===== config.mk =====
export PLATFORM = sky130hd
export DESIGN_NAME = iprx_hdr_check
export DESIGN_NICKNAME = d
export VERILOG_FILES = /design/src/rtl/ipv4_rx_filter_reassembly_tracker_defines.svh /design/src/rtl/iprx_pkg.sv /design/src/rtl/iprx_hdr_check.sv
export SDC_FILE = /design/constraint.sdc
export NUM_CORES = 1
export LEC_CHECK = 0
export BUFFER_PORTS_ARGS = -buffer_cell sky130_fd_sc_hd__buf_4
export CELL_PAD_IN_SITES_DETAIL_PLACEMENT = 1
export CELL_PAD_IN_SITES_GLOBAL_PLACEMENT = 2
export CORE_MARGIN = 10
export CORE_UTILIZATION = 24
export DETAILED_ROUTE_END_ITERATION = 12
export PLACE_DENSITY = 0.85
export SYNTH_ARGS = -nofsm -noshare
export SYNTH_HDL_FRONTEND = slang
export SYNTH_SLANG_ARGS = --single-unit
export TNS_END_PERCENT = 5

===== constraint.sdc =====
create_clock -name vclk -period 8.61
set_input_delay 0 -clock vclk [all_inputs]
set_output_delay 0 -clock vclk [all_outputs]
set_load 0.02 [all_outputs]

===== src/rtl/ipv4_rx_filter_reassembly_tracker_defines.svh =====
`ifndef IPV4_RX_FILTER_REASSEMBLY_TRACKER_DEFINES_SVH
`define IPV4_RX_FILTER_REASSEMBLY_TRACKER_DEFINES_SVH

// same-cycle implication
`define IPRX_ASSERT_IMP(lbl, c, r, ante, cons) \
    lbl: assert property (@(posedge c) disable iff (!r) (ante) |-> (cons)) \
        else $error("iprx check failed");

// next-cycle implication
`define IPRX_ASSERT_NXT(lbl, c, r, ante, cons) \
    lbl: assert property (@(posedge c) disable iff (!r) (ante) |=> (cons)) \
        else $error("iprx check failed");

`endif


===== src/rtl/iprx_pkg.sv =====
`timescale 1ns / 1ps

package iprx_pkg;

    localparam int SLOT_COUNT_DEF   = 256;
    localparam int MAX_DATAGRAM_DEF = 65536;
    localparam int HASH_RANGE       = 256;
    localparam int CFG_AW           = 4;

    localparam logic [7:0] HASH_SEED     = 8'h1d;
    localparam logic [7:0] UDP_PROTOCOL  = 8'd17;
    localparam logic [7:0] IPIP_PROTOCOL = 8'd4;

    localparam logic [1:0] REG_LOCAL_ADDR  = 2'd0;
    localparam logic [1:0] REG_PEER_ADDR   = 2'd1;
    localparam logic [1:0] REG_LOCAL_TUNL  = 2'd2;
    localparam logic [1:0] REG_PEER_TUNL   = 2'd3;

    localparam logic [3:0] ST_BAD_LEN      = 4'd0;
    localparam logic [3:0] ST_BAD_CKSUM    = 4'd1;
    localparam logic [3:0] ST_ADDR_MISS    = 4'd2;
    localparam logic [3:0] ST_OVERSIZE     = 4'd3;
    localparam logic [3:0] ST_FRAG_STORED  = 4'd4;
    localparam logic [3:0] ST_UDP_WHOLE    = 4'd5;
    localparam logic [3:0] ST_UDP_REASM    = 4'd6;
    localparam logic [3:0] ST_IPIP         = 4'd7;
    localparam logic [3:0] ST_OTHER_REASM  = 4'd8;
    localparam logic [3:0] ST_IGNORED      = 4'd9;

    typedef struct packed {
        logic [7:0]  version_ihl;
        logic [7:0]  type_of_service;
        logic [15:0] total_length;
        logic [15:0] identification;
        logic [15:0] flags_fragment;
        logic [7:0]  time_to_live;
        logic [7:0]  protocol_number;
        logic [15:0] header_checksum;
        logic [31:0] src_addr;
        logic [31:0] dst_addr;
        logic [15:0] frame_length;
        logic        inner_packet;
    } iprx_hdr_t;

    typedef struct packed {
        logic [3:0]  status;
        logic [7:0]  slot_index;
        logic [5:0]  payload_offset;
        logic [15:0] deliver_length;
    } iprx_res_t;

    typedef struct packed {
        logic [31:0] local_addr;
        logic [31:0] peer_addr;
        logic [31:0] local_tunnel_addr;
        logic [31:0] peer_tunnel_addr;
    } iprx_cfg_t;

    typedef struct packed {
        logic        len_ok;
        logic        cksum_ok;
        logic        addr_ok;
        logic        frag;
        logic        more;
        logic        is_udp;
        logic        is_ipip;
        logic [5:0]  hlen;
        logic [15:0] plen;
        logic [15:0] off;
    } iprx_chk_t;

    typedef struct packed {
        logic [15:0] received;
        logic [15:0] expected;
    } iprx_slot_t;

    function automatic logic [7:0] fold8(input logic [31:0] a);
        return a[31:24] ^ a[23:16] ^ a[15:8] ^ a[7:0];
    endfunction

    function automatic logic [7:0] slot_hash(input iprx_hdr_t h);
        return HASH_SEED ^ fold8(h.src_addr) ^ fold8(h.dst_addr)
             ^ h.identification[15:8] ^ h.identification[7:0];
    endfunction

endpackage


===== src/rtl/iprx_hdr_check.sv =====
`timescale 1ns / 1ps

module iprx_hdr_check import iprx_pkg::*;
(
    input  iprx_hdr_t hdr,
    input  iprx_cfg_t cfg,
    output iprx_chk_t chk
);

    logic [19:0] ck_sum;
    logic [16:0] ck_f1;
    logic [15:0] ck_f2;
    logic [5:0]  hlen;
    logic [15:0] off;

    assign hlen = {hdr.version_ihl[3:0], 2'b00};
    assign off  = {hdr.flags_fragment[12:0], 3'b000};

    // ones-complement sum over the fixed header words
    assign ck_sum = {4'd0, hdr.version_ihl, hdr.type_of_service}
                  + {4'd0, hdr.total_length}
                  + {4'd0, hdr.identification}
                  + {4'd0, hdr.flags_fragment}
                  + {4'd0, hdr.time_to_live, hdr.protocol_number}
                  + {4'd0, hdr.src_addr[31:16]}
                  + {4'd0, hdr.src_addr[15:0]}
                  + {4'd0, hdr.dst_addr[31:16]}
                  + {4'd0, hdr.dst_addr[15:0]};
    assign ck_f1 = {1'b0, ck_sum[15:0]} + {13'd0, ck_sum[19:16]};
    assign ck_f2 = ck_f1[15:0] + {15'd0, ck_f1[16]};

    always_comb
    begin
        chk.len_ok     = hdr.frame_length == hdr.total_length;
        chk.cksum_ok   = ~ck_f2 == hdr.header_checksum;
        chk.addr_ok    = hdr.inner_packet
                       ? (hdr.dst_addr == cfg.local_tunnel_addr
                          && hdr.src_addr == cfg.peer_tunnel_addr)
                       : (hdr.dst_addr == cfg.local_addr
                          && hdr.src_addr == cfg.peer_addr);
        chk.more       = hdr.flags_fragment[13];
        chk.frag       = hdr.flags_fragment[13] || (off != 16'd0);
        chk.is_udp     = hdr.protocol_number == UDP_PROTOCOL;
        chk.is_ipip    = hdr.protocol_number == IPIP_PROTOCOL;
        chk.hlen       = hlen;
        chk.plen       = hdr.total_length - {10'd0, hlen};
        chk.off        = off;
    end

endmodule


* After elaboration in Yosys (flattened, before gate mapping) *
Index checks and enable logic that the tools add are counted.

word-level totals
  bits in read-only memories = 0
  bits in latches = 0
  flip-flop bits (word level) = 0
  memories kept = 0
  logic and storage cells = 25
  RAM bits = 0

cells by class
  eq/ne operators = 8
  multiply operators = 0
  $add $sub $neg = 11
  div/mod/pow operators = 0
  multiplexer cells = 1
  reduce and logical (&&, ||, !) cells = 4
  order comparisons = 0
  shift-type cells = 0
  bitwise operators = 1

operator list
  operator            count
  $eq 32x32->1        4
  $add 20x16->20      4
  $eq 16x16->1        2
  $add 19x16->20      1
  $add 18x16->19      1
  $add 17x16->18      1
  $add 16x16->17      1
  $add 16x4->17       1
  $add 16x1->16       1
  $not 16->16         1
  $reduce_bool 16->1  1
  $sub 16x6->16       1
  $eq 8x3->1 const B  1
  $eq 8x5->1 const B  1
  $logic_and 1x1->1   2
  $logic_or 1x1->1    1
  $mux 1              1

* Longest topological paths before layout *
Gate-level depths: netlist of the first run.

  depth after elaboration = 12
  gate-level depth with buffers = 37
  depth with buffers taken out = 36

* Worst setup path after synthesis of the first run *
OpenSTA, ideal clock, no wires.

  path type = input -> output
  from = in hdr[19] (netlist name)
  to = out chk[43] (netlist name)
  stages = 37
  required time = 8.610 ns
  buffers on the path = 1
  slack = -0.148 ns
  data arrival time = 8.758 ns
  path through = inv_1 > fa_1 > inv_1 > fa_1 > fa_1 > inv_1 > fa_1 > inv_1 > ha_1 > fa_1 > a21o_1 > a311o_1 > a2111oi_0 > nor3_1 > a21o_1 > a21oi_1 > xnor2_1 > ha_1 > inv_1 > fa_1 > nor2b_1 > o21ai_2 > a21oi_2 > nand4b_1 > or4_1 > nor2_1 > ha_1 > nand3_1 > inv_1 > o211ai_1 > or3_1 > clkbuf_1 > nor3_1 > a21oi_1 > o211a_1 > or4_1 > a221oi_2

RTL lines
  item                line                 RTL
  start: declaration  iprx_hdr_check.sv:5  input iprx_hdr_t hdr,
  end: declaration    iprx_hdr_check.sv:7  output iprx_chk_t chk

==> results.json, run 1 <==
{
  "routed_wl_mm": 36.41,
  "peakVddDrop_mv": 0.2945,
  "pre_cts_ws_ns": -0.5276,
  "critPathKind": "input port to primary output",
  "gr-total-overflow": 0,
  "synth_compound_area_share_pct": 13.59,
  "chipWidth_um": 188.4,
  "p_total_uw": 5306,
  "first_global_vias": 8224,
  "fmax_mhz": 117.6,
  "drive_gt1_share_pct": 36.69,
  "power.density_nw_per_um2": 523.8,
  "ys_types": 70,
  "finalSetupViolations": 0,
  "antenna_left": 0,
  "nets": 1611,
  "syn-instance-count": 789,
  "crit_fanout": 4,
  "cp_num_buf_inv": 8,
  "endpoint": "chk[43]",
  "synth_area_leader_cell": "fa_1",
  "stdcell_area_sq_um": 10130,
  "maxSlewHeadroom_pct": 48.70,
  "synth-xor-area-share_pct": 21.33,
  "cts_hold_buf": 0,
  "area_growth_pct": 48.87,
  "vias_per_cell": 4.637,
  "critPathSlowestCell": "fa_1",
  "dr.first_iter.drc_count": 458,
  "grt_pass1_wl_mm": 52.50,
  "synthAdderAreaFrac_pct": 38.65,
  "rsz0062_at_grt": "yes",
  "cp-end-kind": "primary output",
  "synth_area_leaders": "fa_1 (33%), xnor2_1 (14%), inv_1 (11%)",
  "start_kind": "input port",
  "tightestPinTransition_ns": 0.7640,
  "startpoint": "hdr[20]",
  "io_pins": 350,
  "leakage_uw": 0.004972,
  "grt_max_degree": 8,
  "clkbuf_count": 0,
  "dr.pass1.iters": 7,
  "die_height_um": 188.4,
  "dp_hpwl_mm": 34.46,
  "cp.arrival_ns": 8.51,
  "die_area_sq_um": 35490,
  "final.min_clock_period_ns": 8.505,
  "antenna_found_initial": 1,
  "drv_cap": 0,
  "setup_slack_ns": 0.1049,
  "max_stage_delay_ns": 0.57,
  "status": "finished, final reports clean",
  "initial_utilization_pct": 24.43,
  "port_buffers": 345,
  "vias": 7141,
  "place.gp.congestion": 0.9232,
  "synth_top_family_by_area": "adder cells",
  "place_area_sq_um": 10080,
  "period_share_pct": 98.78,
  "hold_viol": 0,
  "critical-path-top-delay-family": "adder cells",
  "grt_usage_pct": 19.65,
  "cp.depth": 39,
  "synth-simple-area-share_pct": 12.70,
  "seqCellArea_sq_um": 0,
  "seq_area_frac_synth_pct": 0,
  "syn_area_per_cell_sq_um": 8.625,
  "synth_area_sq_um": 6805,
  "path_common_cell": "inv_1",
  "final_max_slew_viol_count": 0,
  "wl_per_cell_um": 23.64,
  "hp-class": "input port to primary output",
  "muxShareOfSynthArea_pct": 0.1655,
  "drc_errors": 0,
  "row_count": 61,
  "critPathRequiredTime_ns": 8.61,
  "design.seq.count": 0,
  "synth_top_area_share_pct": 32.95,
  "synth_warnings": 0,
  "core_area_sq_um": 27860
}
==> area by class of cell <==
cell class         count  area, sq um
diodes                 1        2.502
fillers             3413        17730
inverters            192        720.7
multi-input cells    573         5958
well taps            378        473.0
repair buffers       396         2977
==> worst min path at each step <==
stage | cells after the start | to | start
after floorplan | 1 | chk[38] | hdr[97]
after global placement | 2 | chk[4] | hdr[114]
after detailed placement | 2 | chk[4] | hdr[114]
after CTS | 2 | chk[3] | hdr[113]
after global routing | 2 | chk[3] | hdr[113]
final | 2 | chk[4] | hdr[114]
==> layout by cell type, fill, tap and decap left out, types with 10 or more instances in the layout <==
cell type / instances
xnor2_1: 108
nand2_1: 10
fa_1: 110
a221oi_1: 10
nor3_1: 10
inv_1: 191
xor2_1: 50
o22ai_1: 11
nor4_1: 21
nand4_1: 28
o21ai_0: 11
nor2_1: 25
ha_1: 29
buf_4: 395
a21oi_1: 15
==> logic make-up (layout without fill, tap and decap cells) <==
logic type               after synthesis  count (layout)
buffers and inverters                220             588
adder cells (fa/ha/maj)              143             143
AO/OA/AOI/OAI                        119             119
XOR/XNOR                             161             161
multiplexers                           1               1
other                                  1               6
AND/OR/NAND/NOR                      144             144
==> synthesized netlist by cell type, types with 3 or more instances <==
cell type,instances
and2_1,3
buf_4,25
a211oi_1,5
or4_1,4
inv_1,192
a21oi_1,16
nand2b_1,4
ha_1,31
a221oi_1,10
xnor2_1,108
a31oi_1,4
fa_1,112
a221oi_2,3
a211o_1,3
or2_1,3
nor4_1,21
o22ai_1,11
nor3_1,11
xor2_1,50
nand2_1,10
o21ai_0,11
xnor3_1,3
clkbuf_1,3
a2111oi_0,3
o21bai_1,4
or3_1,3
o21a_1,6
nand4_1,28
nand3_1,7
a21o_1,7
o2bb2ai_1,7
nor2b_1,5
a22o_1,5
and3_1,3
nor2_1,26
==> through the flow <==
| step | TNS, ns | std cells | hold WS, ns | utilization (%) |
|---|---|---|---|---|
| CTS | 0 | 1538 | 0.2355 | 36.32 |
| floorplan | 0 | 793 | 0.08453 | - |
| global route | -0.3464 | 1540 | 0.2414 | 36.37 |
| global placement | -0.2381 | 1537 | 0.2327 | 36.17 |
| finish | 0 | 1540 | 0.2332 | 36.37 |
| detailed placement | -0.5276 | 1537 | 0.2356 | 36.17 |
==> metal layers <==
layer	global-route usage, %	wire, um	part of all wire, %	up-vias
li1	-	-	-	3308
met1	25.30	15890	44	3552
met2	34.26	17720	49	257
met3	3.416	2271	6.2	24
met4	2.717	522	1.4	0
met5	0	0	0	-
==> what timing repair did <==
| item | 4_1_cts | 5_1_grt |
|---|---|---|
| pin swaps | 11 | 2 |
| buffers inserted | 1 | 1 |
| gates resized for setup | 12 | 1 |
| endpoints found under the setup margin | 1 | 1 |
==> power by group <==
part | switching (uW) | leakage, uW | internal, uW
sequential | 0 | 0 | 0
clock | 0 | 0.00000000634 | 0.0000156
combinational | 2990 | 0.00497 | 2320
Power figures use the tool's default switching activity.
==> run 2: changes to the inputs <==
--- a/config.mk
+++ b/config.mk
@@ -12,6 +12,7 @@
 export CORE_UTILIZATION = 24
 export DETAILED_ROUTE_END_ITERATION = 12
 export PLACE_DENSITY = 0.85
+export RECOVER_POWER = 100
 export SYNTH_ARGS = -nofsm -noshare
 export SYNTH_HDL_FRONTEND = slang
 export SYNTH_SLANG_ARGS = --single-unit
==> results.json, run 2 (same netlist as run 1, synthesis figures left out) <==
{
  "maxSlewHeadroom_pct": 49.67,
  "drc_errors": 0,
  "status": "finished, final reports clean",
  "finalSetupViolations": 0,
  "critPathSlowestCell": "fa_1",
  "critPathKind": "input port to primary output",
  "antenna_found_initial": 1,
  "rsz0062_at_grt": "yes",
  "routed_wl_mm": 36.27,
  "dr.pass1.iters": 6,
  "place_area_sq_um": 10080,
  "seqCellArea_sq_um": 0,
  "hold_viol": 0,
  "critPathRequiredTime_ns": 8.61,
  "antenna_left": 0,
  "final_cells": 1540,
  "final.min_clock_period_ns": 8.515,
  "first_global_vias": 8224,
  "core_area_sq_um": 27860,
  "row_count": 61,
  "crit_fanout": 4,
  "start_kind": "input port",
  "stdcell_area_sq_um": 9988,
  "grt_pass1_wl_mm": 52.50,
  "vias_per_cell": 4.616,
  "max_stage_delay_ns": 0.57,
  "peakVddDrop_mv": 0.2907,
  "p_total_uw": 5282,
  "final_core_util_pct": 35.85,
  "cp-end-kind": "primary output",
  "cp.arrival_ns": 8.51,
  "drv_cap": 0,
  "nFillCells": 3430,
  "holdPathStages": 2,
  "final_cell_mix": "buf_4 (357), inv_1 (191), fa_1 (110)",
  "hp-class": "input port to primary output",
  "die_area_sq_um": 35490,
  "clkbuf_count": 0,
  "dr.first_iter.drc_count": 405,
  "grt_usage_pct": 19.65,
  "cp.depth": 39,
  "power.density_nw_per_um2": 528.8,
  "nets": 1611,
  "port_buffers": 345,
  "place.gp.congestion": 0.9232,
  "cp_num_buf_inv": 8,
  "die_height_um": 188.4,
  "leakage_uw": 0.004832,
  "final_max_slew_viol_count": 0,
  "io_pins": 350,
  "period_share_pct": 98.90,
  "dp_hpwl_mm": 34.46,
  "area_growth_pct": 46.77,
  "gr-total-overflow": 0,
  "tightestPinTransition_ns": 0.7496,
  "initial_utilization_pct": 24.43,
  "wl_per_cell_um": 23.55,
  "grt_max_degree": 8,
  "drive_gt1_share_pct": 33.42,
  "chipWidth_um": 188.4,
  "path_common_cell": "inv_1",
  "vias": 7108,
  "layout_commonest_cell": "buf_4",
  "design.seq.count": 0,
  "critical-path-top-delay-family": "adder cells",
  "fmax_mhz": 117.4,
  "dp_cells": 1537
}
-- run 2: cell types whose count changed in the layout (fill, tap and decap cells not counted), sizes merged --
cell / before / now
buf: 396 / 358
clkbuf: 0 / 38
-- run 2: what timing repair did --
item	CTS	global route
hold buffers	0	0
setup endpoints to repair	1	1
pin swaps	11	2
setup buffers	1	1
gates resized for setup	12	1
-- run 2: where the power goes --
group	total, uW	switching [uW]	internal, uW
Combinational	5280	2970	2310
Sequential	0	0	0
Clock	0.0000156	0	0.0000156
-- run 2: metrics by stage --
stage / worst slack, ns / hold WS [ns] / TNS [ns]
after floorplan: 0.01338 / 0.08453 / 0
after global routing: -0.3464 / 0.2988 / -0.3464
final: 0.09505 / 0.2909 / 0
after CTS: 0.04201 / 0.2355 / 0
after detailed placement: -0.5276 / 0.2356 / -0.5276
after global placement: -0.2381 / 0.2327 / -0.2381
-- run 2: layer usage --
layer | share of wire (%) | wire length, um | track usage, %
met2 | 49 | 17710 | 34.26
met1 | 43 | 15550 | 25.30
met4 | 1.5 | 527 | 2.717
met5 | 0 | 0 | 0
met3 | 6.9 | 2486 | 3.416
-- run 2: path summary, 6_finish.rpt --
path,start,endpoint
min,hdr[113],chk[3]
max,hdr[20],chk[43]
-- run 2: layout make-up --
class,count,area [sq um],share of cell area (%)
multi-input cells,573,5958,59.65
repair buffers,396,2834,28.37
inverters,192,720.7,7.215
well taps,378,473.0,4.735
diodes,1,2.502,0.02505
==> run 3: changes to the inputs <==
--- a/config.mk
+++ b/config.mk
@@ -5,7 +5,7 @@
 export SDC_FILE = /design/constraint.sdc
 export NUM_CORES = 1
 export LEC_CHECK = 0
-export BUFFER_PORTS_ARGS = -buffer_cell sky130_fd_sc_hd__buf_4
+export BUFFER_PORTS_ARGS = -buffer_cell sky130_fd_sc_hd__buf_2
 export CELL_PAD_IN_SITES_DETAIL_PLACEMENT = 1
 export CELL_PAD_IN_SITES_GLOBAL_PLACEMENT = 2
 export CORE_MARGIN = 10
==> results.json, run 3 (same netlist as run 1, synthesis figures left out) <==
{
  "antenna_left": 0,
  "setup_slack_ns": -0.005867,
  "final_cells": 1567,
  "critPathRequiredTime_ns": 8.61,
  "first_global_vias": 8351,
  "grt_usage_pct": 19.63,
  "rsz0062_at_grt": "yes",
  "final.min_clock_period_ns": 8.616,
  "grt_max_degree": 8,
  "clkbuf_count": 0,
  "p_total_uw": 5548,
  "power.density_nw_per_um2": 584.4,
  "cts_hold_buf": 0,
  "core_area_sq_um": 27860,
  "antenna_found_initial": 2,
  "min_to": "chk[4]",
  "cp.arrival_ns": 8.62,
  "tightestPinTransition_ns": 0.7670,
  "chipWidth_um": 188.4,
  "final_cell_mix": "buf_2 (308), inv_1 (188), fa_1 (110)",
  "port_buffers": 345,
  "hold_viol": 0,
  "critPathKind": "input port to primary output",
  "drc_errors": 0,
  "nFillCells": 3476,
  "place.gp.congestion": 0.9533,
  "peakVddDrop_mv": 0.3326,
  "dr.first_iter.drc_count": 376,
  "grt_pass1_wl_mm": 52.72,
  "area_growth_pct": 39.51,
  "maxSlewHeadroom_pct": 48.40,
  "vias": 7312,
  "max_stage_delay_ns": 0.57,
  "wl_per_cell_um": 23.16,
  "crit_fanout": 5,
  "vias_per_cell": 4.666,
  "die_area_sq_um": 35490,
  "leakage_uw": 0.004707,
  "routed_wl_mm": 36.29,
  "busiest_layer": "met2",
  "hp-class": "input port to primary output",
  "dr.pass1.iters": 4,
  "nets": 1638,
  "gr-total-overflow": 0,
  "finalSetupViolations": 1,
  "multiInputGateArea_sq_um": 6026,
  "dp_hpwl_mm": 34.43,
  "holdPathStages": 2,
  "met1_usage_pct": 24.43,
  "die_height_um": 188.4,
  "layout_commonest_cell": "buf_2",
  "dp_cells": 1558,
  "worstHoldStart": "hdr[114]",
  "use_met3_pct": 5.447,
  "period_share_pct": 100.1,
  "final_max_slew_viol_count": 0,
  "violations": "negative setup slack",
  "setup_tns_ns": -0.005867,
  "fmax_mhz": 116.1,
  "design.seq.count": 0,
  "drv_cap": 0,
  "cp-end-kind": "primary output",
  "start_kind": "input port",
  "grtUsageMet2_pct": 33.92,
  "critPathSlowestCell": "fa_1",
  "seqCellArea_sq_um": 0,
  "initial_utilization_pct": 24.43,
  "io_pins": 350,
  "drive_gt1_share_pct": 35.61,
  "row_count": 61,
  "status": "complete, but fails checks"
}
## run 3: cell types whose count changed in the layout (fill, tap and decap cells not counted), sizes merged
cell,delta
buf,+27
## run 3: power breakdown
group / leakage (uW) / internal [uW] / total, uW / switching (uW)
clock network: 0.00000000634 / 0.0000156 / 0.0000156 / 0
logic: 0.00471 / 2440 / 5550 / 3110
registers: 0 / 0 / 0 / 0
total: 0.00471 / 2440 / 5550 / 3110
## run 3: worst max-delay path: cells and delay by family
kind,cells,cell delay (ns)
adders and majority gates,9,3.49
buffers and inverters,7,0.56
AOI/OAI and AO/OA,10,2.29
xor gates and xnor gates,1,0.13
and+or+nand+nor,9,2.13
## run 3: metal layers
metal	routed length (um)	up-vias
met4	518	2
met5	13	-
met3	3158	28
li1	-	3363
met2	17370	295
met1	15240	3624
## run 3: layout make-up
class | count | share of cell area, %
multi-input combinational | 573 | 63.47
timing repair buffer | 423 | 23.91
inverter | 192 | 7.617
tap | 378 | 4.982
antenna | 1 | 0.02636
## run 3: worst max-delay path by stage
stage	end	start	slack, ns	cells after the start
2_1_floorplan	chk[43]	hdr[19]	0.01	37
3_3_place_gp	chk[43]	hdr[19]	-0.30	39
3_5_place_dp	chk[43]	hdr[19]	-0.59	39
4_1_cts	chk[43]	hdr[51]	-0.05	37
5_1_grt	chk[43]	hdr[35]	-0.41	37
6_report	chk[43]	hdr[20]	-0.006	36
## run 3: repair_timing
item / in CTS / in global routing
resized for setup: 16 / 13
setup buffers: 3 / 5
pin swaps: 15 / 26
endpoints found under the setup margin: 1 / 1
## run 3: through the flow
stage          cell area, sq um  setup slack [ns]  utilization [%]  hold WS, ns
3_3_place_gp               9370           -0.2967            33.64       0.2743
4_1_cts                    9450          -0.04934            33.92       0.2733
2_1_floorplan              6844           0.01338                -      0.08453
5_1_grt                    9494           -0.4079            34.08       0.2967
6_report                   9494         -0.005867            34.08       0.2864
3_5_place_dp               9370           -0.5857            33.64       0.2726
